<file path="src/rtl/core/assert_macros.svh">
// Assertion macros shared by the polar-to-grid RTL.
// Needs a clock named clk and an active-high reset named rst in the using scope.
`ifndef ASSERT_MACROS_SVH
`define ASSERT_MACROS_SVH

// Check a property on every clock edge outside reset
`define P2G_ASSERT(label, prop, msg) \
  label: assert property (@(posedge clk) disable iff (rst) (prop)) else $error(msg);

// Check that a condition implies a consequence in the same cycle
`define P2G_ASSERT_IMP(label, ante, cons, msg) \
  label: assert property (@(posedge clk) disable iff (rst) (ante) |-> (cons)) else $error(msg);

`endif

</file>
<file path="src/rtl/core/p2g_pkg.sv">
// Shared types and constants for the polar-to-grid offset block.
// No dependencies; imported by every module of the block.
package p2g_pkg;

  // Angle in Q30 radians, wide enough for a bearing of +-16 rad
  typedef logic signed [35:0] angle_t;

  localparam angle_t QPi     = 36'sd3373259426;
  localparam angle_t QNegPi  = -36'sd3373259426;
  localparam angle_t QHalfPi = 36'sd1686629713;
  localparam angle_t QNegHalfPi = -36'sd1686629713;
  localparam angle_t QTwoPi  = 36'sd6746518852;

  // Folded angle in [0, pi/2], Q30
  localparam logic [30:0] FoldMax = 31'd1686629713;

  // CORDIC datapath value: cos/sin/residual angle in Q30
  typedef logic signed [32:0] cval_t;

  localparam cval_t CordicGain = 33'sd652032874;
  localparam cval_t QOne       = 33'sd1073741824;
  localparam logic [3:0] LastStep = 4'd15;

  localparam logic [7:0] PpmReset = 8'd10;

  // One classified reading handed from the front to the back
  typedef struct packed {
    logic [15:0] span;
    logic [30:0] angle;
    logic        top;
    logic        right;
  } job_t;

  // Arctangent of 2^-i in Q30, truncated
  function automatic logic [29:0] atan_q30(input logic [3:0] i);
    logic [29:0] r;
    case (i)
      4'd0:    r = 30'd843314856;
      4'd1:    r = 30'd497837829;
      4'd2:    r = 30'd263043836;
      4'd3:    r = 30'd133525158;
      4'd4:    r = 30'd67021686;
      4'd5:    r = 30'd33543515;
      4'd6:    r = 30'd16775850;
      4'd7:    r = 30'd8388437;
      4'd8:    r = 30'd4194282;
      4'd9:    r = 30'd2097149;
      4'd10:   r = 30'd1048575;
      4'd11:   r = 30'd524287;
      4'd12:   r = 30'd262143;
      4'd13:   r = 30'd131071;
      4'd14:   r = 30'd65535;
      default: r = 30'd32767;
    endcase
    return r;
  endfunction

endpackage

</file>
<file path="src/rtl/core/p2g_queue.sv">
// Small FIFO of classified readings between the front and the back.
// Depends on p2g_pkg for the entry type.
module p2g_queue import p2g_pkg::*; #(
  parameter int DEPTH = 2
) (
  input  logic clk,
  input  logic rst,
  input  logic push_valid,
  output logic push_ready,
  input  job_t push_data,
  output logic pop_valid,
  input  logic pop_ready,
  output job_t pop_data
);

  localparam int PtrW = $clog2(DEPTH);
  localparam int CntW = $clog2(DEPTH + 1);

  job_t            slots [DEPTH];
  logic [PtrW-1:0] wr_ptr;
  logic [PtrW-1:0] rd_ptr;
  logic [CntW-1:0] count;
  logic            do_push;
  logic            do_pop;

  assign push_ready = (count != CntW'(DEPTH));
  assign pop_valid  = (count != '0);
  assign pop_data   = slots[rd_ptr];
  assign do_push    = push_valid && push_ready;
  assign do_pop     = pop_valid && pop_ready;

  // Store the incoming beat
  always_ff @(posedge clk) begin
    if (do_push) slots[wr_ptr] <= push_data;
  end

  // Advance pointers and track occupancy
  always_ff @(posedge clk) begin
    if (rst) begin
      wr_ptr <= '0;
      rd_ptr <= '0;
      count  <= '0;
    end else begin
      if (do_push) begin
        wr_ptr <= (wr_ptr == PtrW'(DEPTH - 1)) ? '0 : wr_ptr + 1'b1;
      end
      if (do_pop) begin
        rd_ptr <= (rd_ptr == PtrW'(DEPTH - 1)) ? '0 : rd_ptr + 1'b1;
      end
      if (do_push && !do_pop) begin
        count <= count + 1'b1;
      end else if (do_pop && !do_push) begin
        count <= count - 1'b1;
      end
    end
  end

endmodule

</file>
<file path="config.mk">
export PLATFORM = sky130hd
export DESIGN_NAME = p2g_queue
export DESIGN_NICKNAME = d
export VERILOG_FILES = /design/src/rtl/core/assert_macros.svh /design/src/rtl/core/p2g_pkg.sv /design/src/rtl/core/p2g_queue.sv
export SDC_FILE = /design/constraint.sdc
export NUM_CORES = 1
export LEC_CHECK = 0
export BUFFER_PORTS_ARGS = -buffer_cell sky130_fd_sc_hd__buf_2
export CORE_AREA = 2 2 94 96
export CTS_BUF_LIST = sky130_fd_sc_hd__clkbuf_16
export DETAILED_ROUTE_END_ITERATION = 8
export DIE_AREA = 0 0 96 98
export HOLD_SLACK_MARGIN = 0.03
export PLACE_DENSITY = 0.82
export SYNTH_ARGS = -nofsm -noshare
export SYNTH_HDL_FRONTEND = slang
export SYNTH_SLANG_ARGS = --single-unit
</file>
<file path="constraint.sdc">
create_clock -name clk -period 2.01 [get_ports clk]
set_input_delay 0.402 -clock clk [delete_from_list [all_inputs] [get_ports clk]]
set_output_delay 0.402 -clock clk [all_outputs]
set_load 0.02 [all_outputs]
</file>
Yosys cells after proc, flatten, opt, wreduce, memory -nomap -nowiden
Memory sizes are Yosys's and may differ from the RTL's. A register that Yosys moved wholly into a read port is not among the register bits.
Cells that the tools add are included.
{"block": "totals", "ff_bits": 4, "elab_cells": 25, "ram_bits": 98, "input_bits": 53, "output_inout_bits": 51, "n_memories": 1}
{"block": "classes", "n_eq_ne": 1, "n_reduce_logical": 8, "mux": 8, "addsub": 4}
{"memory": "slots", "depth": 2, "width": 49, "rd": 1, "rd_clocked_by_memory_dff": 1, "write_ports": 1, "line": "p2g_queue.sv:19", "source": "job_t slots [DEPTH];"}
{"op": "$mux 1", "count": 6}
{"op": "$logic_and 1x1->1", "count": 4}
{"op": "$mux 2", "count": 2}
{"op": "$reduce_bool 2->1", "count": 2}
{"op": "$add 1x1->1 const B", "count": 2}
{"op": "$add 2x1->2 const B", "count": 1}
{"op": "$logic_not 1->1", "count": 2}
{"op": "$ne 2x2->1 const B", "count": 1}
{"op": "$sub 2x1->2 const B", "count": 1}

Longest topological paths before layout
{"block": "depth", "ltp_word": 6, "depth_mapped": 6, "depth_no_buf": 6}

Least setup slack after synthesis
No wires, ideal clock.
{"block": "synth_path", "kind": "flip-flop to flip-flop", "startpoint": "reg count[0]", "endpoint": "mem slots[1][0] in the netlist's numbering (enable)", "period_less_slack_ns": 2.355, "required_ns": 1.598, "stages_incl_launch_ff": 3, "arrival_ns": 1.943, "slack_ns": -0.345, "path_buffers": 0, "setup_ns": 0.412, "path_cell_list": "dfxtp_1 > nand2b_1 > and3_1"}
{"block": "synth_via", "elab_chain_cells": 4}
{"item": "start, declared", "line": "p2g_queue.sv:22", "source": "logic [CntW-1:0] count;"}
{"item": "start signal, assigned", "line": "p2g_queue.sv:51", "source": "count <= count + 1'b1;"}
{"item": "start signal, assigned", "line": "p2g_queue.sv:53", "source": "count <= count - 1'b1;"}
{"item": "$ne 2x2->1", "line": "p2g_queue.sv:26", "source": "assign push_ready = (count != CntW'(DEPTH));"}
{"item": "net push_ready", "line": "p2g_queue.sv:9", "source": "output logic push_ready,"}
{"item": "$logic_and 1x1->1", "line": "p2g_queue.sv:29", "source": "assign do_push = push_valid && push_ready;"}
{"item": "$mux 1", "line": "p2g_queue.sv:34", "source": "if (do_push) slots[wr_ptr] <= push_data;"}
{"item": "$mux 1 (not written as such)", "line": "p2g_queue.sv:34"}
{"item": "end, declared", "line": "p2g_queue.sv:19"}
The timed path passes the listed nets, and every way through them passes these cells.

==> metrics.cfg <==
[placement]
dp_hpwl_um=3620
placed_cell_area_um2=4430
dp_slack_ps=385
port_buffers=103
gp_congestion=0.663

[synth]
synth_fp_nets=230
synth_edf_count=98
yosys-top-cells-area=edfxtp_1, mux2_2, dfxtp_1, xor2_1, buf_2
synthesis.yosys.warnings=0
yosysSeqAreaShare=0.811
async_flop_share=0
synth_top_area_share=0.785
ys_ff_latch=103
ys_top_cells_by_count=edfxtp_1, mux2_2, dfxtp_1
synth-main-ff-cell=edfxtp_1
avgSynthCellArea_um2=21.3
yosysTopAreaCell=edfxtp_1
syn_inst=176
yosysMostFrequentCell=edfxtp_1
synth_area_um2=3750
ys_types=19

[timing]
hold_viol=0
final.setup.worst_slack_ps=116
relSlewSlack=0.783
max_freq_mhz=528
tns_ps=0
finalMaxSlewViolations=0
setup_viol=0
period_minus_slack_ps=1890
worst-slew-pin-transition_ps=322
period_share=0.942
rsz0062_at_grt=false
clock_skew_ps=6.20

[setup_path]
cp.required_ps=1610
reg2reg_slack_ps=360
criticalPathCategory=reg2out
reg2regPathDepth=5
endpoint_kind=output pin
worstPathArrival_ps=1490
cp-start-kind=register
crit_family=buffers and inverters
reg2reg_to=count[1]$_SDFFE_PP0P_
max_stage_delay_ps=390
path_max_fanout=49
critPathSlowestCell=mux2_2
r2r-start=count[0]$_SDFFE_PP0P_
path_cells=buf_12, mux2_2, buf_2
path_buf_inv=2

[global_routing]
grt_pass1_vias=1952
antenna_found_initial=0
grt_pass1_wl_um=9100
grt_max_degree=50
grt_use_total=0.129
grt_overflow_total=0

[cells_and_area]
drive_gt1_frac=0.594
fin_area_um2=4750
syn_to_final_growth_pct=26.6
final_nets=342
num_antenna_cells=0

[drt]
drtIter0Drc=60
ant_nets=0
via_per_inst=4.75
routed_wl_um=5880
vias=1906
post_drt_wl_per_cell_um=14.7
first_pass_iters=4
drc=0

[die]
ioPinCount=104
die_w_um=96
rows=34
dieArea_um2=9410
start_util=0.443
core_area_um2=8470
die_height_um=98

[min_path]
min_to=slots[1][3]$_DFFE_PP_
hp-class=in2reg
holdPathStages=1
hold_start=push_data[3]

[clock_network]
cts_tree=yes
clk_pin_slew_ps=70
postCtsHoldBufs=0
clock_sinks=103
clk_path_buf_depth=2
cts_made_buffers=9
cts_setup_buffers=0
clk_latency_ps=320
clockRootBuffer=clkbuf_16
cts_resized=0
htreeDepth=3

[power]
p_leak_nw=1.78
powerDensity_nw_per_um2=1310
ir_worst_vdd_mv=0.952

[job]
max_cap_violations=0

[status]
status=finished, final reports clean

## stage by stage
stage          total power, mW  hold slack, ps   util  std cells
4_1_cts                   6.31             243  0.561        401
6_report                  6.21             258  0.561        401
3_5_place_dp              4.51             497  0.524        385
5_1_grt                   6.53             241  0.561        401
2_1_floorplan             3.97             471      -        176
3_3_place_gp              4.48             484  0.524        385
## kinds of logic (layout without fill, tap and decap cells)
kind of cell / Yosys count / in the layout / synth area share
simple gates: 9 / 9 / 0.0133
buf+inv: 6 / 123 / 0.0100
xor+xnor: 3 / 3 / 0.00701
compound gates: 5 / 5 / 0.00801
mux: 49 / 49 / 0.147
flops: 103 / 103 / 0.811
fa+ha+maj: 1 / 1 / 0.00334
## report_power, final
group,switching [mW],internal (mW)
Sequential,0.0795,2.68
Clock,0.691,1.08
Combinational,0.978,0.696
## flip-flops by register name, indices dropped and copies added (netlist names), named ones only
name,flops
rd_ptr,1
slots,98
count,2
wr_ptr,1
## worst reg2reg max path: stages, from the launching register on
cell and delay (ps):
dfxtp_1 360, nand2b_1 210, and2_1 190, ha_1 330
or3_1 350, a21oi_1 150
## how the worst max path moves through the flow
stage	startpoint	cells past startpoint	slack (ps)	endpoint
6_report	register	3	120	pop_data[35]
5_1_grt	register	3	50	pop_data[35]
4_1_cts	register	3	100	pop_data[35]
3_5_place_dp	count[0]$_SDFFE_PP0P_	5	380	count[1]$_SDFFE_PP0P_
3_3_place_gp	register	3	460	pop_data[35]
2_1_floorplan	count[0]$_SDFFE_PP0P_	3	90	slots[0][0]$_DFFE_PP_
## cells in the final DEF, fill, tap and decap left out, types with 3 or more instances in the layout
cell / n
buf_12: 3
nor2_1: 3
buf_2: 103
mux2_2: 49
xor2_1: 3
dfxtp_1: 4
edfxtp_1: 98
clkbuf_16: 9
## routing by layer
metal | up-vias | track usage | share of wire
met2 | 63 | 0.226 | 0.52
met5 | - | 0 | 0
li1 | 918 | - | -
met4 | 0 | 0.0527 | 0.013
met3 | 9 | 0.0316 | 0.047
met1 | 916 | 0.148 | 0.42
## cell type report
type,count,area [um^2]
repair buffers,106,576
inverters,1,7.51
clock buffers,9,225
fillers,687,3720
multi-input cells,67,672
flip-flops and latches,103,3040
clock inverters,7,90.1
well taps,108,135
Power figures use the tool's default switching activity.
