[config.mk]
export PLATFORM = sky130hd
export DESIGN_NAME = p2g_front
export DESIGN_NICKNAME = d
export VERILOG_FILES = /design/src/rtl/core/assert_macros.svh /design/src/rtl/core/p2g_pkg.sv /design/src/rtl/core/p2g_front.sv
export SDC_FILE = /design/constraint.sdc
export NUM_CORES = 1
export LEC_CHECK = 0
export BUFFER_PORTS_ARGS = -buffer_cell sky130_fd_sc_hd__buf_2
export CELL_PAD_IN_SITES_DETAIL_PLACEMENT = 0
export CELL_PAD_IN_SITES_GLOBAL_PLACEMENT = 2
export CORE_MARGIN = 5
export CORE_UTILIZATION = 35
export CTS_CLUSTER_SIZE = 20
export DETAILED_ROUTE_END_ITERATION = 8
export GPL_ROUTABILITY_DRIVEN = 1
export PLACE_DENSITY_LB_ADDON = 0.25
export RECOVER_POWER = 100
export SYNTH_ARGS = -nofsm -noshare
export SYNTH_HDL_FRONTEND = slang
export SYNTH_SLANG_ARGS = --single-unit
[constraint.sdc]
create_clock -name clk -period 6.4 [get_ports clk]
set_input_delay 1.28 -clock clk [delete_from_list [all_inputs] [get_ports clk]]
set_output_delay 1.28 -clock clk [all_outputs]
set_load 0.01 [all_outputs]
[src/rtl/core/assert_macros.svh]
// Assertion macros shared by the polar-to-grid RTL.
// Needs a clock named clk and an active-high reset named rst in the using scope.
`ifndef ASSERT_MACROS_SVH
`define ASSERT_MACROS_SVH

// Check a property on every clock edge outside reset
`define P2G_ASSERT(label, prop, msg) \
  label: assert property (@(posedge clk) disable iff (rst) (prop)) else $error(msg);

// Check that a condition implies a consequence in the same cycle
`define P2G_ASSERT_IMP(label, ante, cons, msg) \
  label: assert property (@(posedge clk) disable iff (rst) (ante) |-> (cons)) else $error(msg);

`endif

[src/rtl/core/p2g_pkg.sv]
// Shared types and constants for the polar-to-grid offset block.
// No dependencies; imported by every module of the block.
package p2g_pkg;

  // Angle in Q30 radians, wide enough for a bearing of +-16 rad
  typedef logic signed [35:0] angle_t;

  localparam angle_t QPi     = 36'sd3373259426;
  localparam angle_t QNegPi  = -36'sd3373259426;
  localparam angle_t QHalfPi = 36'sd1686629713;
  localparam angle_t QNegHalfPi = -36'sd1686629713;
  localparam angle_t QTwoPi  = 36'sd6746518852;

  // Folded angle in [0, pi/2], Q30
  localparam logic [30:0] FoldMax = 31'd1686629713;

  // CORDIC datapath value: cos/sin/residual angle in Q30
  typedef logic signed [32:0] cval_t;

  localparam cval_t CordicGain = 33'sd652032874;
  localparam cval_t QOne       = 33'sd1073741824;
  localparam logic [3:0] LastStep = 4'd15;

  localparam logic [7:0] PpmReset = 8'd10;

  // One classified reading handed from the front to the back
  typedef struct packed {
    logic [15:0] span;
    logic [30:0] angle;
    logic        top;
    logic        right;
  } job_t;

  // Arctangent of 2^-i in Q30, truncated
  function automatic logic [29:0] atan_q30(input logic [3:0] i);
    logic [29:0] r;
    case (i)
      4'd0:    r = 30'd843314856;
      4'd1:    r = 30'd497837829;
      4'd2:    r = 30'd263043836;
      4'd3:    r = 30'd133525158;
      4'd4:    r = 30'd67021686;
      4'd5:    r = 30'd33543515;
      4'd6:    r = 30'd16775850;
      4'd7:    r = 30'd8388437;
      4'd8:    r = 30'd4194282;
      4'd9:    r = 30'd2097149;
      4'd10:   r = 30'd1048575;
      4'd11:   r = 30'd524287;
      4'd12:   r = 30'd262143;
      4'd13:   r = 30'd131071;
      4'd14:   r = 30'd65535;
      default: r = 30'd32767;
    endcase
    return r;
  endfunction

endpackage

[src/rtl/core/p2g_front.sv]
// Front end: accepts a reading, wraps the bearing, picks the quadrant and
// folds the angle into [0, pi/2]. Depends on p2g_pkg.
module p2g_front import p2g_pkg::*; (
  input  logic        clk,
  input  logic        rst,
  input  logic        in_valid,
  output logic        in_ready,
  input  logic [15:0] distance,
  input  logic signed [15:0] bearing,
  output logic        job_valid,
  input  logic        job_ready,
  output job_t        job
);

  localparam logic [2:0] F_IDLE    = 3'd0;
  localparam logic [2:0] F_WRAP_HI = 3'd1;
  localparam logic [2:0] F_WRAP_LO = 3'd2;
  localparam logic [2:0] F_QUAD    = 3'd3;
  localparam logic [2:0] F_MOD     = 3'd4;
  localparam logic [2:0] F_PUSH    = 3'd5;

  logic [2:0]  state;
  angle_t      acc;
  logic [15:0] dist_q;
  logic        top_q;
  logic        right_q;
  angle_t      folded;

  assign in_ready  = (state == F_IDLE);
  assign job_valid = (state == F_PUSH);

  // Mirror the upper half of the half-turn down into [0, pi/2]
  always_comb begin
    folded = (acc > QHalfPi) ? (QPi - acc) : acc;
  end

  assign job.span  = dist_q;
  assign job.angle = folded[30:0];
  assign job.top   = top_q;
  assign job.right = right_q;

  // Control: one add or compare per cycle on the angle accumulator
  always_ff @(posedge clk) begin
    if (rst) begin
      state <= F_IDLE;
    end else begin
      case (state)
        F_IDLE: begin
          if (in_valid) state <= F_WRAP_HI;
        end
        F_WRAP_HI: state <= F_WRAP_LO;
        F_WRAP_LO: state <= F_QUAD;
        F_QUAD:    state <= F_MOD;
        F_MOD: begin
          if (!acc[35] && (acc < QPi)) state <= F_PUSH;
        end
        F_PUSH: begin
          if (job_ready) state <= F_IDLE;
        end
        default: state <= F_IDLE;
      endcase
    end
  end

  // Datapath: widen to Q30, wrap once, pick the quadrant, then reduce modulo pi
  always_ff @(posedge clk) begin
    case (state)
      F_IDLE: begin
        if (in_valid) begin
          acc    <= {bearing[15], bearing, 19'd0};
          dist_q <= distance;
        end
      end
      F_WRAP_HI: begin
        if (acc > QPi) acc <= acc - QTwoPi;
      end
      F_WRAP_LO: begin
        if (acc < QNegPi) acc <= acc + QTwoPi;
      end
      F_QUAD: begin
        top_q   <= (acc > 36'sd0);
        right_q <= (acc > QNegHalfPi) && (acc <= QHalfPi);
      end
      F_MOD: begin
        if (acc[35]) begin
          acc <= acc + QPi;
        end else if (acc >= QPi) begin
          acc <= acc - QPi;
        end
      end
      default: begin
      end
    endcase
  end

endmodule

==> Yosys cells after proc, flatten, opt, wreduce, memory -nomap -nowiden <==
Index checks and enable logic that the tools add are counted.
{ "totals": {"register_bits": 57, "word_cells": 50, "out_inout_bits": 51, "in_bits": 36} }
{ "classes": {"reduce_logical": 9, "eq_ne": 11, "n_lt_le_gt_ge": 8, "muxes": 11, "add_sub_neg": 5} }
{ "op_table": {"columns": ["operator", "count"], "rows": [
  ["$mux 36", 5],
  ["$pmux 36 s4", 1],
  ["$gt 36x32->1 const B", 2],
  ["$lt 36x33->1 const B", 2],
  ["$add 36x33->36 const B", 1],
  ["$add 36x34->36 const B", 1],
  ["$ge 36x33->1 const B", 1],
  ["$gt 36x1->1 const B", 1],
  ["$gt 36x33->1 const B", 1],
  ["$le 36x32->1 const B", 1],
  ["$sub 36x33->36 const B", 1],
  ["$sub 36x34->36 const B", 1],
  ["$mux 31", 1],
  ["$sub 31x31->31 const A", 1],
  ["$pmux 3 s6", 1],
  ["$mux 3", 3],
  ["$ne 2x2->1 const B", 4],
  ["$eq 3x2->1 const B", 2],
  ["$eq 3x3->1 const B", 2],
  ["$reduce_and 5->1", 1],
  ["$reduce_and 4->1", 1],
  ["$reduce_bool 4->1", 1],
  ["$eq 3x1->1 const B", 1],
  ["$logic_not 3->1", 1],
  ["other kinds (6)", 7]
]} }

==> Depth between registers and ports, before layout <==
{ "logic_depth": {"word_depth": 4, "depth_mapped": 14, "mapped_depth_nobuf": 13} }

==> Least setup slack after synthesis <==
OpenSTA, ideal clock, no wires.
{ "synth_timing": {"path_kind": "register to register", "start": "register acc[16]", "end": "register acc[10] (enable)", "path_stages_with_launch": 9, "slack_ps": 1929, "n_path_buf": 1, "setup_time_ps": 443, "arrival_ps": 4028, "required_time_ps": 5957, "path_cell_list": "edfxtp_1 buf_6 or4_4 a2111oi_4 a21boi_2 o21ai_2 a311oi_2 o311ai_0 a31oi_1"} }
{ "synth_via": {"elab_chain_cells": 3} }
{ "synth_lines": {"columns": ["item", "line", "rtl"], "rows": [
  ["start, declared", "p2g_front.sv:23", "angle_t acc;"],
  ["start signal, assigned", "p2g_front.sv:70", "acc <= {bearing[15], bearing, 19'd0};"],
  ["start signal, assigned", "p2g_front.sv:75", "if (acc > QPi) acc <= acc - QTwoPi;"],
  ["start signal, assigned", "p2g_front.sv:78", "if (acc < QNegPi) acc <= acc + QTwoPi;"],
  ["$ge 36x33->1 (tied with other cells)", "p2g_front.sv:87", "end else if (acc >= QPi) begin"],
  ["$ne 3x3->1 (no source line) / $ne 2x2->1 (equally long branches)", null, null],
  ["$reduce_and 5->1 (no source line) (*)", null, null]
]} }
Mark *: on every way between the ends. The rest lies on a longest branch, timed or not.
A chain may end at the register's enable or synchronous reset.

==> Worst setup path in the final report <==
{ "layout_timing": {"start": "register state[1]", "end": "register acc[35] (data pin)"} }
{ "layout_via": {"elab_chain_cells": 2} }
{ "layout_lines": {"columns": ["item", "line", "rtl"], "rows": [
  ["start, declared", "p2g_front.sv:22", "logic [2:0] state;"],
  ["start signal, assigned", "p2g_front.sv:45", "state <= F_IDLE;"],
  ["start signal, assigned", "p2g_front.sv:49", "if (in_valid) state <= F_WRAP_HI;"],
  ["start signal, assigned", "p2g_front.sv:51", "F_WRAP_HI: state <= F_WRAP_LO;"],
  ["$eq 3x3->1 (tied with other cells)", "p2g_front.sv:67", "case (state)"],
  ["$pmux 36 s4 (*)", "p2g_front.sv:67", null]
]} }
Marks and branches as above.

==> results.sh <==
export IMPL_std_cell_rows=49
export IMPL_timing_hold_ws_ns=0.761
export IMPL_fin_tns_setup_ns=0
export IMPL_postSynthAreaPerCell_sq_um=8.06
export IMPL_area_growth_synth_to_final_pct=8.25
export IMPL_post_synth_num_cell_types=75
export IMPL_synth_warnings=0
export IMPL_first_pass_iters=7
export IMPL_ios=87
export IMPL_run_status="finished, violations left"
export IMPL_tritoncts="yes"
export IMPL_cts_htree_levels=2
export IMPL_critPathTopFamily="compound AO/OA/AOI/OAI gates"
export IMPL_rsz0062_at_grt="no"
export IMPL_worst_setup_path_end_kind="register"
export IMPL_worstReg2RegEnd="acc[35]"
export IMPL_setup_reg_to_reg_worst_slack_ns=0.87
export IMPL_core_region_area_sq_mm=0.0180
export IMPL_final_hold_violation_count=0
export IMPL_failing_checks="capacitance limit, slew limit"
export IMPL_placement_cell_area_sq_mm=0.00688
export IMPL_first_global_vias=6065
export IMPL_r2r_cells=15
export IMPL_timing_setup_critical_path_class="reg -> reg"
export IMPL_grt_first_pass_wirelength_microns=34600
export IMPL_place_congestion=0.902
export IMPL_routed_wl_microns=22300
export IMPL_achievable_frequency_ghz=0.181
export IMPL_layout_drive_gt1_share=0.0788
export IMPL_die_width_microns=145
export IMPL_yosys_register_bits=56
export IMPL_crit_slowest_cell="clkbuf_1"
export IMPL_vias=6292
export IMPL_netlist_area_leader_share=0.249
export IMPL_slew_headroom=-0.457
export IMPL_most_used_flip_flop_cell_after_synthesis="edfxtp_1"
export IMPL_post_cts_hold_buffer_count=0
export IMPL_die_area_sq_mm=0.0211
export IMPL_first_iter_violations=539
export IMPL_largest_area_contributor_in_the_synthesized_netlist="edfxtp_1"
export IMPL_most_common_cell_in_the_netlist="o21ai_0"
export IMPL_power_per_cell_area_mw_per_mm2=392
export IMPL_crit_top_cell="o21ai_0"
export IMPL_critPathMaxStageDelay_ns=0.76
export IMPL_tightestPinTransition_ns=2.16
export IMPL_cts_repair_timing_setup_buffer_count=0
export IMPL_finalCriticalPeriod_ns=5.53
export IMPL_via_per_inst=5.90
export IMPL_critical_path_max_fanout=18
export IMPL_grt_antenna_before_repair=0
export IMPL_max_cap_violations=2
export IMPL_ctsLongestPathBuffers=2
export IMPL_syn_instance_count=794
export IMPL_tritoncts_num_buffers=5
export IMPL_synthArstFlopShare=0
export IMPL_worstSetupStartpoint="state[1]"
export IMPL_netlist_area_sq_mm=0.00640
export IMPL_finalSetupViolCount=0
export IMPL_stdcell_area_sq_mm=0.00693
export IMPL_crit_arrival_ns=5.60
export IMPL_timing_critical_path_from_type="register"
export IMPL_post_cts_resize_count=0
export IMPL_drt_wirelength_per_cell_microns=20.9
export IMPL_post_route_period_util=0.864
export IMPL_min_path_type="reg -> reg"
export IMPL_syn_nets=867
export IMPL_remaining_drcs=0
export IMPL_post_place_setup_slack_ns=1.54
export IMPL_critical_path_n_buffers_inverters=3
export IMPL_grt_max_degree=54
export IMPL_critPathCapture="acc[35]"
export IMPL_clock_net_sink_count=56
export IMPL_grt_use_total=0.202
export IMPL_synth_seq_area_share=0.258
export IMPL_most_instantiated_cells_after_synthesis="o21ai_0, nand2_1, a21oi_1, xnor2_1, nor2_1"
export IMPL_p_leak_nw=2.55
export IMPL_synth_enable_flop_cells=53
export IMPL_nets_final=910
export IMPL_crit_cells=15
export IMPL_worstPathRequired_ns=6.47
export IMPL_grt_overflow=0
export IMPL_num_antenna_cells=0
export IMPL_worst_slack_ns=0.871
export IMPL_slew_viol_final=23
export IMPL_vdd_drop_max_mv=0.156
export IMPL_cts_clk_slew_worst_paths_ns=0.09
export IMPL_crit_path_cell_trace="nor2b_1 > nand2_1 > buf_4 > inv_1 > clkbuf_1 > ha_1 > and3_1 > nand3_1 > o21ai_0 > o21ai_0 > a21oi_1 > o21ai_0 > o21ai_0 > and4_1 > or4_1"
export IMPL_worst_skew_pair_late_latency_ns=0.32
export IMPL_route_antenna_remaining_nets=0
export IMPL_dpl_hpwl_microns=16500
export IMPL_initial_core_util=0.356
export IMPL_finalClockSkew_ns=0.0161
export IMPL_die_height_microns=145
export IMPL_portBuffers=85
export IMPL_num_fill_cells=1926
export IMPL_root_buffer="clkbuf_16"
export IMPL_synth_top_cells_by_area="edfxtp_1, xnor2_1, ha_1"
export IMPL_r2r_start="state[1]"
[layout make-up]
cell class	instances	area, sq um	area share
multi-input combinational	650	4310	0.621
inverter	28	105	0.0152
tap	229	287	0.0414
sequential	56	1650	0.238
clock inverter	3	27.5	0.00397
timing repair buffer	96	428	0.0618
clock buffer	5	125	0.0181
[flip-flops by register name (all words and copies together) (netlist names)]
| name | cells |
|---|---|
| acc | 35 |
| dist_q | 16 |
| state | 3 |
| right_q | 1 |
| top_q | 1 |
[layer usage]
metal | vias up | global-route usage | wire length (microns)
met5 | - | 0 | 0
met4 | 0 | 0.0546 | 559
met3 | 42 | 0.0384 | 1400
met2 | 267 | 0.301 | 9460
met1 | 2963 | 0.297 | 10900
li1 | 3020 | - | -
[report_power, final]
group	total (mW)	switching (mW)	internal, mW
logic	1.67	1.02	0.651
clock network	0.314	0.164	0.150
registers	0.729	0.215	0.514
total	2.72	1.40	1.32
[placed cells by master, fill, tap and decap left out, types with 5 or more instances in the layout]
| cell type | count |
|---|---|
| o21ai_0 | 74 |
| nand2_1 | 69 |
| a21oi_1 | 63 |
| xnor2_1 | 58 |
| nor2_1 | 55 |
| clkbuf_1 | 54 |
| edfxtp_1 | 53 |
| ha_1 | 36 |
| buf_2 | 36 |
| xor2_1 | 30 |
| inv_1 | 28 |
| o22ai_1 | 22 |
| a21o_1 | 20 |
| nand3_1 | 19 |
| nor3_1 | 17 |
| a31oi_1 | 13 |
| nand4_1 | 12 |
| or3_1 | 9 |
| nor2b_1 | 9 |
| nor3b_1 | 9 |
| o21a_1 | 8 |
| o211ai_1 | 8 |
| mux2i_1 | 8 |
| nor4_1 | 7 |
| o221ai_1 | 7 |
| nand2b_1 | 7 |
| o31ai_1 | 7 |
| a22oi_1 | 7 |
| a211oi_1 | 6 |
| buf_4 | 6 |
| and3_1 | 5 |
| clkbuf_16 | 5 |
[metrics by stage]
step,util,total power [mW],std cells
2_1_floorplan,-,1.93,794
3_3_place_gp,0.383,2.42,1059
3_5_place_dp,0.383,2.42,1059
4_1_cts,0.391,2.75,1067
5_1_grt,0.386,2.92,1067
6_report,0.386,2.72,1067
[worst min-delay path by stage]
stage                           to      from  slack [ns]  cells past startpoint
final                     state[0]  state[1]        0.76                      2
after global routing        acc[1]    acc[1]        0.81                      1
after CTS                 state[0]  state[1]        0.78                      2
after detailed placement    acc[1]    acc[1]        0.77                      1
after global placement      acc[1]    acc[1]        0.72                      1
after floorplan             acc[1]    acc[1]        0.67                      1
[kinds of logic after synthesis]
family          share of synthesized area
compound gates                      0.271
xor+xnor                            0.120
fa+ha+maj                          0.0735
buf+inv                            0.0692
flops                               0.258
mux                                0.0160
other cells                      0.000586
simple gates                        0.192
[worst register-to-register path: cells and delay by family (launching register included)]
| family | cells | cell delay (ns) |
|---|---|---|
| and+or+nand+nor | 6 | 1.33 |
| DFF | 1 | 0.57 |
| buffers and inverters | 3 | 1.33 |
| adders and majority gates | 1 | 0.44 |
| AOI/OAI and AO/OA | 5 | 1.62 |
Note: power is estimated with default switching activity, not from simulation.
