--- config.mk ---
export PLATFORM = sky130hd
export DESIGN_NAME = p2g_back
export DESIGN_NICKNAME = d
export VERILOG_FILES = /design/src/rtl/core/assert_macros.svh /design/src/rtl/core/p2g_pkg.sv /design/src/rtl/core/p2g_back.sv
export SDC_FILE = /design/constraint.sdc
export NUM_CORES = 2
export LEC_CHECK = 0
export BUFFER_PORTS_ARGS = -buffer_cell sky130_fd_sc_hd__buf_4
export CORE_ASPECT_RATIO = 0.8
export CORE_UTILIZATION = 45
export DETAILED_ROUTE_END_ITERATION = 8
export HOLD_SLACK_MARGIN = 0.05
export PLACE_DENSITY = 0.7
export SLEW_MARGIN = 20
export SYNTH_ARGS = -nofsm -noshare
export SYNTH_HDL_FRONTEND = slang
export SYNTH_SLANG_ARGS = --single-unit
--- constraint.sdc ---
create_clock -name clk -period 17.7 [get_ports clk]
set_input_delay 0.885 -clock clk [delete_from_list [all_inputs] [get_ports clk]]
set_output_delay 0.885 -clock clk [all_outputs]
set_load 0.005 [all_outputs]
--- src/rtl/core/assert_macros.svh ---
// Assertion macros shared by the polar-to-grid RTL.
// Needs a clock named clk and an active-high reset named rst in the using scope.
`ifndef ASSERT_MACROS_SVH
`define ASSERT_MACROS_SVH

// Check a property on every clock edge outside reset
`define P2G_ASSERT(label, prop, msg) \
  label: assert property (@(posedge clk) disable iff (rst) (prop)) else $error(msg);

// Check that a condition implies a consequence in the same cycle
`define P2G_ASSERT_IMP(label, ante, cons, msg) \
  label: assert property (@(posedge clk) disable iff (rst) (ante) |-> (cons)) else $error(msg);

`endif

--- src/rtl/core/p2g_pkg.sv ---
// Shared types and constants for the polar-to-grid offset block.
// No dependencies; imported by every module of the block.
package p2g_pkg;

  // Angle in Q30 radians, wide enough for a bearing of +-16 rad
  typedef logic signed [35:0] angle_t;

  localparam angle_t QPi     = 36'sd3373259426;
  localparam angle_t QNegPi  = -36'sd3373259426;
  localparam angle_t QHalfPi = 36'sd1686629713;
  localparam angle_t QNegHalfPi = -36'sd1686629713;
  localparam angle_t QTwoPi  = 36'sd6746518852;

  // Folded angle in [0, pi/2], Q30
  localparam logic [30:0] FoldMax = 31'd1686629713;

  // CORDIC datapath value: cos/sin/residual angle in Q30
  typedef logic signed [32:0] cval_t;

  localparam cval_t CordicGain = 33'sd652032874;
  localparam cval_t QOne       = 33'sd1073741824;
  localparam logic [3:0] LastStep = 4'd15;

  localparam logic [7:0] PpmReset = 8'd10;

  // One classified reading handed from the front to the back
  typedef struct packed {
    logic [15:0] span;
    logic [30:0] angle;
    logic        top;
    logic        right;
  } job_t;

  // Arctangent of 2^-i in Q30, truncated
  function automatic logic [29:0] atan_q30(input logic [3:0] i);
    logic [29:0] r;
    case (i)
      4'd0:    r = 30'd843314856;
      4'd1:    r = 30'd497837829;
      4'd2:    r = 30'd263043836;
      4'd3:    r = 30'd133525158;
      4'd4:    r = 30'd67021686;
      4'd5:    r = 30'd33543515;
      4'd6:    r = 30'd16775850;
      4'd7:    r = 30'd8388437;
      4'd8:    r = 30'd4194282;
      4'd9:    r = 30'd2097149;
      4'd10:   r = 30'd1048575;
      4'd11:   r = 30'd524287;
      4'd12:   r = 30'd262143;
      4'd13:   r = 30'd131071;
      4'd14:   r = 30'd65535;
      default: r = 30'd32767;
    endcase
    return r;
  endfunction

endpackage

--- src/rtl/core/p2g_back.sv ---
// Back end: CORDIC rotation for cos/sin, residual correction, scaling by
// the grid scale and signing by quadrant. Depends on p2g_pkg.
module p2g_back import p2g_pkg::*; (
  input  logic        clk,
  input  logic        rst,
  input  logic        job_valid,
  output logic        job_ready,
  input  job_t        job,
  input  logic [7:0]  grid_scale,
  output logic        out_valid,
  input  logic        out_ready,
  output logic signed [16:0] grid_dx,
  output logic signed [16:0] grid_dy
);

  localparam logic [2:0] B_IDLE  = 3'd0;
  localparam logic [2:0] B_ITER  = 3'd1;
  localparam logic [2:0] B_RES_Y = 3'd2;
  localparam logic [2:0] B_RES_X = 3'd3;
  localparam logic [2:0] B_UPD   = 3'd4;
  localparam logic [2:0] B_MAG_X = 3'd5;
  localparam logic [2:0] B_MAG_Y = 3'd6;
  localparam logic [2:0] B_EMIT  = 3'd7;

  logic [2:0]  state;
  logic [3:0]  step;
  cval_t       x;
  cval_t       y;
  cval_t       z;
  logic [23:0] mag_m;
  logic        top_q;
  logic        right_q;
  logic signed [50:0] prod_y;
  logic signed [50:0] prod_x;
  logic [30:0] cos_q;
  logic [30:0] sin_q;
  logic [16:0] xm;
  logic [16:0] ym;

  cval_t       dx;
  cval_t       dy;
  cval_t       atan_step;
  cval_t       res_sel;
  logic signed [17:0] z_res;
  logic signed [50:0] res_prod;
  logic signed [20:0] corr_y;
  logic signed [20:0] corr_x;
  cval_t       nx;
  cval_t       ny;
  logic [30:0] mag_sel;
  logic [54:0] mag_prod;
  logic        out_free;

  // Arithmetic shift right that rounds toward zero
  function automatic cval_t shr_tz(input cval_t v, input logic [3:0] n);
    cval_t       q;
    logic [32:0] mask;
    logic        lost;
    mask = (33'd1 << n) - 33'd1;
    lost = |(v & mask);
    q = v >>> n;
    if (v[32] && lost) q = q + 33'sd1;
    return q;
  endfunction

  // Drop 30 fraction bits of a residual product, rounding toward zero
  function automatic logic signed [20:0] tz30(input logic signed [50:0] p);
    logic signed [20:0] r;
    r = p[50:30];
    if (p[50] && (|p[29:0])) r = r + 21'sd1;
    return r;
  endfunction

  // Limit a cos/sin estimate to [0, 1]
  function automatic logic [30:0] clamp_unit(input cval_t v);
    logic [30:0] r;
    if (v[32]) begin
      r = '0;
    end else if (v > QOne) begin
      r = QOne[30:0];
    end else begin
      r = v[30:0];
    end
    return r;
  endfunction

  assign job_ready = (state == B_IDLE);
  assign out_free  = !out_valid || out_ready;

  // One shift-add rotation step
  always_comb begin
    dx        = shr_tz(y, step);
    dy        = shr_tz(x, step);
    atan_step = {3'd0, atan_q30(step)};
  end

  // Shared multiplier for the residual step; the final angle is small
  assign z_res    = z[17:0];
  assign res_sel  = (state == B_RES_Y) ? y : x;
  assign res_prod = 51'(res_sel) * 51'(z_res);

  always_comb begin
    corr_y = tz30(prod_y);
    corr_x = tz30(prod_x);
    nx     = x - {{12{corr_y[20]}}, corr_y};
    ny     = y + {{12{corr_x[20]}}, corr_x};
  end

  // Shared multiplier for the scaling step
  assign mag_sel  = (state == B_MAG_X) ? cos_q : sin_q;
  assign mag_prod = 55'(mag_m) * 55'(mag_sel);

  // Sequencer
  always_ff @(posedge clk) begin
    if (rst) begin
      state <= B_IDLE;
      step  <= '0;
    end else begin
      case (state)
        B_IDLE: begin
          step <= '0;
          if (job_valid) state <= B_ITER;
        end
        B_ITER: begin
          step <= step + 4'd1;
          if (step == LastStep) state <= B_RES_Y;
        end
        B_RES_Y: state <= B_RES_X;
        B_RES_X: state <= B_UPD;
        B_UPD:   state <= B_MAG_X;
        B_MAG_X: state <= B_MAG_Y;
        B_MAG_Y: state <= B_EMIT;
        B_EMIT: begin
          if (out_free) state <= B_IDLE;
        end
        default: state <= B_IDLE;
      endcase
    end
  end

  // Datapath registers
  always_ff @(posedge clk) begin
    case (state)
      B_IDLE: begin
        if (job_valid) begin
          x       <= CordicGain;
          y       <= '0;
          z       <= {2'd0, job.angle};
          mag_m   <= 24'(grid_scale) * 24'(job.span);
          top_q   <= job.top;
          right_q <= job.right;
        end
      end
      B_ITER: begin
        if (!z[32]) begin
          x <= x - dx;
          y <= y + dy;
          z <= z - atan_step;
        end else begin
          x <= x + dx;
          y <= y - dy;
          z <= z + atan_step;
        end
      end
      B_RES_Y: prod_y <= res_prod;
      B_RES_X: prod_x <= res_prod;
      B_UPD: begin
        cos_q <= clamp_unit(nx);
        sin_q <= clamp_unit(ny);
      end
      B_MAG_X: xm <= mag_prod[54:38];
      B_MAG_Y: ym <= mag_prod[54:38];
      default: begin
      end
    endcase
  end

  // Output register: load a signed result, hold it until taken
  always_ff @(posedge clk) begin
    if (rst) begin
      out_valid <= 1'b0;
    end else if ((state == B_EMIT) && out_free) begin
      out_valid <= 1'b1;
    end else if (out_ready) begin
      out_valid <= 1'b0;
    end
  end

  always_ff @(posedge clk) begin
    if ((state == B_EMIT) && out_free) begin
      grid_dx <= right_q ? xm : (~xm + 17'd1);
      grid_dy <= top_q ? (~ym + 17'd1) : ym;
    end
  end

endmodule

**Word-level counts from Yosys, hierarchy flattened**

Memories as Yosys holds them, arrays and structs flattened. A register that Yosys moved wholly into a read port is not among the register bits.
Cells that the tools add are included.
W data, S select, Z words.

- Add/subtract/negate cells: 16
- Multipliers: 3
- $lt $le $gt $ge: 2
- Equality and inequality tests: 11
- Shift-type cells: 3
- Multiplexer cells: 28
- Bitwise gates (word level): 4
- Reduce and logical (&&, ||, !) cells: 19

Operators with widths:

| operator | count |
|---|---|
| $mux W33 | 9 |
| $pmux W33 S2 | 3 |
| $add A33 B33 Y33 | 3 |
| $sub A33 B33 Y33 | 3 |
| $mux W31 | 3 |
| $add A33 B2 Y33 const B | 2 |
| $and A33 B33 Y33 | 2 |
| $gt A33 B32 Y1 const B | 2 |
| $reduce_or A33 Y1 | 2 |
| $sshr A33 B4 Y33 | 2 |
| $reduce_or A30 Y1 | 2 |
| $mul A24 B31 Y55 | 1 |
| $mul A33 B18 Y51 | 1 |
| $add A21 B2 Y21 const B | 2 |
| $mux W21 | 2 |
| $add A17 B1 Y17 const B | 2 |
| $mux W17 | 2 |
| $not A17 Y17 | 2 |
| $add A33 B31 Y33 | 1 |
| $shl A1 B4 Y33 const A | 1 |
| $sub A33 B1 Y33 const B | 1 |
| $sub A33 B31 Y33 | 1 |
| $mul A8 B16 Y24 | 1 |
| $pmux W3 S8 | 1 |
| 18 further kinds | 35 |

- Register bits after elaboration: 365
- Bits in read-only memories: 480
- Input port bits: 61
- Output and inout port bits: 36
- Memories: 1

Memories:

| name | words | width | rd ports | clocked after Yosys merged registers in | write ports | RTL line | source |
|---|---|---|---|---|---|---|---|
| (no name shown) | 16 | 30 | 1 | 1 | 0 | p2g_pkg.sv:37 | `case (i)` |

**Longest topological paths before layout**

- Depth after elaboration: 9
- Gate-level depth with buffers: 42
- Gate-level depth less buffers: 33

**Least setup slack after synthesis**

No wires, ideal clock.

- Path type: reg2reg
- Start point: register state[1]
- End point: register prod_x[45], data pin
- Library setup time: 0.140 ns
- Arrival: 9.789 ns
- Setup slack: 7.771 ns
- Cell stages (with the launch flop): 32
- Buffers on the path: 4
- Period minus slack after synthesis: 9.929 ns
- Cell sequence: dfxtp_1 > clkbuf_1 > nor3b_1 > clkbuf_1 > buf_1 > nand2_1 > o21ai_1 > clkbuf_1 > nand2_1 > fa_1 > inv_1 > fa_1 > inv_1 > fa_1 > fa_1 > fa_1 > inv_1 > fa_1 > ha_1 > a21o_1 > a21o_1 > a21o_1 > a31o_2 > and2_1 > o21bai_1 > a31oi_1 > o211ai_1 > a21oi_1 > a221oi_1 > o21ai_0 > or4b_2 > nand3_1

- Word-level cells in the longest chain between the ends: 3

Ends and longest elaborated chain:

| what | RTL line | source |
|---|---|---|
| start: declaration | p2g_back.sv:25 | `logic [2:0] state;` |
| start signal: assignment | p2g_back.sv:116 | `state <= B_IDLE;` |
| start signal: assignment | p2g_back.sv:122 | `if (job_valid) state <= B_ITER;` |
| start signal: assignment | p2g_back.sv:126 | `if (step == LastStep) state <= B_RES_Y;` |
| $eq A3 B2 Y1 | p2g_back.sv:99 | `assign res_sel = (state == B_RES_Y) ? y : x;` |
| $mux W33 | p2g_back.sv:99 |  |
| $mul A33 B18 Y51 | p2g_back.sv:100 | `assign res_prod = 51'(res_sel) * 51'(z_res);` |
| named net res_prod[45] | p2g_back.sv:45 | `logic signed [50:0] res_prod;` |
| end signal: assignment | p2g_back.sv:166 | `B_RES_X: prod_x <= res_prod;` |
| end: declaration | p2g_back.sv:34 | `logic signed [50:0] prod_x;` |

The timed path passes the listed nets, and every way through them passes these cells.
A chain may end at the register's enable or synchronous reset.

**Final worst setup path**

- Start point: register state[0]
- End point: register xm[16], data pin

- Word-level cells in the longest chain between the ends: 3

Ends and longest elaborated chain:

| what | RTL line | source |
|---|---|---|
| $eq A3 B3 Y1 | p2g_back.sv:110 | `assign mag_sel = (state == B_MAG_X) ? cos_q : sin_q;` |
| $mux W31 | p2g_back.sv:110 |  |
| $mul A24 B31 Y55 | p2g_back.sv:111 | `assign mag_prod = 55'(mag_m) * 55'(mag_sel);` |
| named net mag_prod[54] | p2g_back.sv:51 | `logic [54:0] mag_prod;` |
| end signal: assignment | p2g_back.sv:171 | `B_MAG_X: xm <= mag_prod[54:38];` |
| end: declaration | p2g_back.sv:37 | `logic [16:0] xm;` |

The timed path passes the listed nets, and every way through them passes these cells.

==> parameters.txt <==
Parameter                              Value

Outcome
  Result of the run ... complete, no violations

Logic synthesis
  Combinational family with the most area after synthesis ... adder cells
  Post-synthesis async set-or-reset flop share ... 0%
  Syn avg cell area ... 9.12 µm²
  Compound-cell area share of the yosys netlist ... 9.08%
  Number of synthesized register bits ... 394
  Post-synth EDFFs ... 357
  Fraction of the mapped netlist area in adder cells ... 41.0%
  Post-Synthesis Net Count ... 10600
  Cell count after synthesis ... 8703
  Netlist Area Pre-Place ... 79400 µm²
  Area share of and/or/nand/nor cells after synthesis ... 17.5%
  Top cell type's share of synthesized area ... 32.6%
  Cell type with the largest total area after synthesis ... sky130_fd_sc_hd__fa_1
  Yosys Warn Count ... 0
  Sequential share of the synthesized area ... 14.4%
  Area share of xor/xnor cells in the synthesized design ... 4.68%
  Proportion of synthesized area in mux cells ... 4.11%
  Leading register cell type out of synthesis ... sky130_fd_sc_hd__edfxtp_1
  Top cells by area, synth ... sky130_fd_sc_hd__fa_1 33%, sky130_fd_sc_hd__edfxtp_1 14%, sky130_fd_sc_hd__ha_1 8.4%
  Number of distinct standard cells referenced by the synthesized netlist ... 118

Worst setup path
  Crit. End Element ... register
  Buf+Inv Stages, Crit Path ... 8
  Crit path largest cell delay ... 0.82 ns
  Most used cell, CP ... sky130_fd_sc_hd__fa_1
  Top Family by Delay on Critical Path ... adder cells
  CP Data Arrival Time ... 10.71 ns
  Startpoint Class ... register
  Required @ worst endpoint ... 18.11 ns
  Worst Path Max Fanout ... 46
  Type of the worst setup path ... reg2reg
  Reg2reg setup slack ... 7.40 ns
  Slowest library cell on the worst path ... sky130_fd_sc_hd__dfxtp_1

Layout
  Final-stage net count ... 10500
  Area Overhead vs Synth ... 5.48%
  Count of filler cells inserted in the layout ... 16200
  Proportion of layout cells with a drive suffix above 1 ... 6.23%

CTS
  Buffers inserted by post-CTS timing repair ... 0
  CTS buffer count ... 48
  CTS HTree Levels ... 2
  Root Buffer Master ... sky130_fd_sc_hd__clkbuf_16
  Skew-Pair Late Insertion Delay ... 0.68 ns
  Clock slew seen by the registers of the worst setup and hold paths ... 0.07 ns
  Post-CTS Hold Fix Bufs ... 0
  TritonCTS clock tree ... done
  Cts repair resizes ... 0
  CTS Sinks ... 394
  Clock Tree Buf Depth ... 3

STA
  Hold Fails Final Rpt ... 0
  Layout Skew ... 0.0512 ns
  Final total negative setup slack ... 0 ns
  Number of failing setup endpoints in the final timing report ... 0
  Maximum operating frequency ... 97.1 MHz
  Share of the clock period used by the worst path ... 58.2%
  Slew @ Worst Pin ... 1.19 ns
  Max-slew violation count ... 0
  Setup repair after global routing missed its margin ... false
  Worst slew margin ... 20.5%
  Min Tclk post-route ... 10.30 ns

Route
  Detailed-route via count ... 62400
  Routed length per placed instance ... 20.7 µm
  Routed wire length ... 226000 µm
  Detail-routed via count per cell ... 5.72
  Number of iterations in the first detailed-routing pass ... 6
  Drt drc ... 0
  Residual antenna-violating net count after detailed routing ... 0
  Number of DRC violations after detailed-routing iteration 0 ... 5584

Floorplanning
  Core ar. ... 175000 µm²
  Number of top-level pins ... 97
  Cell row count ... 137
  Die width ... 472 µm
  DIE HEIGHT ... 378 µm
  Starting density of the core ... 45.4%
  DIE AREA ... 178000 µm²

Global routing
  Largest net degree at the start of global routing ... 68
  Total grt overflow ... 0
  Initial antenna violation count ... 6
  Number of global-route vias before repair ... 63700
  Wire length of the first global-routing pass ... 358000 µm
  Global-route usage over all layers ... 25.5%

Job
  Number of violations of the max-capacitance limit ... 0

Placement
  DPL Wire Length ... 173000 µm
  Port Buffer Count ... 96
  Weighted congestion at the end of routability-driven global placement ... 0.958

Worst hold path
  Path type of the worst min-delay path ... in2reg
-- cell families (layout without fill, tap and decap cells) --
| logic type | after synthesis | count (layout) |
|---|---|---|
| and+or+nand+nor | 2930 | 2930 |
| buffers and inverters | 1842 | 1760 |
| adders and majority gates | 1823 | 1823 |
| AOI/OAI and AO/OA | 1077 | 1077 |
| xor gates and xnor gates | 424 | 424 |
| DFF | 394 | 394 |
| muxes | 213 | 213 |
| other | 0 | 1 |
-- metrics by stage --
step                instances  hold slack, ns  instance area, µm²  utilization (%)  worst slack [ns]
CTS                     10900           0.347               83700             47.9              7.53
global placement        10800           0.490               82100             47.0              7.80
global route            10900           0.357               83700             47.9              6.88
finish                  10900           0.403               83700             47.9              7.40
detailed placement      10800           0.483               82100             47.0              7.57
floorplan                8703           0.453               79400                -              7.77
-- synth_stat cells (13+ instances only) --
cell type and n:
sky130_fd_sc_hd__nand3_1 103, sky130_fd_sc_hd__fa_1 1293, sky130_fd_sc_hd__mux2i_1 63, sky130_fd_sc_hd__a2111oi_0 14, sky130_fd_sc_hd__a31oi_1 40, sky130_fd_sc_hd__o21bai_1 29
sky130_fd_sc_hd__and2_1 515, sky130_fd_sc_hd__mux4_2 38, sky130_fd_sc_hd__o21ai_0 197, sky130_fd_sc_hd__nor2b_1 62, sky130_fd_sc_hd__inv_1 1444, sky130_fd_sc_hd__clkbuf_1 325
sky130_fd_sc_hd__a21o_1 137, sky130_fd_sc_hd__buf_2 22, sky130_fd_sc_hd__o22ai_1 17, sky130_fd_sc_hd__o211ai_1 46, sky130_fd_sc_hd__or2_2 54, sky130_fd_sc_hd__or3_1 32
sky130_fd_sc_hd__a211oi_1 27, sky130_fd_sc_hd__nand4_1 35, sky130_fd_sc_hd__or4_1 18, sky130_fd_sc_hd__nor3b_1 16, sky130_fd_sc_hd__ha_1 530, sky130_fd_sc_hd__a211o_1 14
sky130_fd_sc_hd__a21oi_1 275, sky130_fd_sc_hd__xor2_1 167, sky130_fd_sc_hd__nand2_1 1339, sky130_fd_sc_hd__nand2b_1 61, sky130_fd_sc_hd__edfxtp_1 357, sky130_fd_sc_hd__o2111ai_1 14
sky130_fd_sc_hd__mux4_1 33, sky130_fd_sc_hd__nor2_1 407, sky130_fd_sc_hd__o21a_1 43, sky130_fd_sc_hd__mux2_2 76, sky130_fd_sc_hd__o31ai_1 25, sky130_fd_sc_hd__a31o_2 14
sky130_fd_sc_hd__nor3_1 118, sky130_fd_sc_hd__and3_1 49, sky130_fd_sc_hd__dfxtp_1 37, sky130_fd_sc_hd__and4_1 13, sky130_fd_sc_hd__nor4_1 52, sky130_fd_sc_hd__a21boi_0 15
sky130_fd_sc_hd__xnor2_1 257
-- routing by layer --
layer	GRT usage (%)	up-vias	share of wire, %
met5	0	-	0.032
met4	6.10	2	2.6
met3	4.98	371	9.6
met2	39.6	2891	44
met1	36.5	31400	44
li1	-	27700	-
-- sequential cells by signal, summed over array words and instances, names as in the netlist, 29 cells and up --
name,flops
x,33
atan_step,29
prod_x,51
y,33
sin_q,31
cos_q,31
z,33
prod_y,51
-- area by class of cell --
class	count	area, µm²	area share [%]
timing repair buffer	226	1710	2.04
multi-input combinational	6467	60700	72.5
inverter	1447	5430	6.49
sequential	394	11500	13.7
clock inverter	31	282	0.336
antenna	1	2.50	0.00299
tap	2293	2870	3.43
clock buffer	56	1260	1.51
-- path summary, 6_finish.rpt --
check | startpoint | endpoint | cells past startpoint
min reg2reg | ym[0]$_DFFE_PP_ | grid_dy[0]$_DFFE_PP_ | 0
max | state[0]$_SDFFE_PP0P_ | xm[16]$_DFFE_PP_ | 32
min | job[0] | right_q$_DFFE_PP_ | 1
max reg2reg | state[0]$_SDFFE_PP0P_ | xm[16]$_DFFE_PP_ | 32
-- worst reg2reg max path: cells and delay by family (launching register included) --
kind	cells	cell delay, ns
XOR/XNOR	1	0.13
adder cells (fa/ha/maj)	8	3.92
AND/OR/NAND/NOR	9	2.26
AO/OA/AOI/OAI	6	1.79
flip-flops	1	0.82
buffers and inverters	8	1.14
-- cell usage in the layout, fill, tap and decap left out, types with 103 or more instances in the layout --
| master | instances |
|---|---|
| sky130_fd_sc_hd__o21ai_0 | 196 |
| sky130_fd_sc_hd__and2_1 | 514 |
| sky130_fd_sc_hd__nor3_1 | 118 |
| sky130_fd_sc_hd__a21oi_1 | 275 |
| sky130_fd_sc_hd__buf_4 | 225 |
| sky130_fd_sc_hd__edfxtp_1 | 357 |
| sky130_fd_sc_hd__xnor2_1 | 257 |
| sky130_fd_sc_hd__nand3_1 | 103 |
| sky130_fd_sc_hd__inv_1 | 1444 |
| sky130_fd_sc_hd__fa_1 | 1293 |
| sky130_fd_sc_hd__ha_1 | 530 |
| sky130_fd_sc_hd__nand2_1 | 1331 |
| sky130_fd_sc_hd__nor2_1 | 405 |
| sky130_fd_sc_hd__a21o_1 | 137 |
| sky130_fd_sc_hd__xor2_1 | 167 |
Power is not shown: default switching activity piles up to over one toggle a cycle in this logic, so the estimate is an artifact.
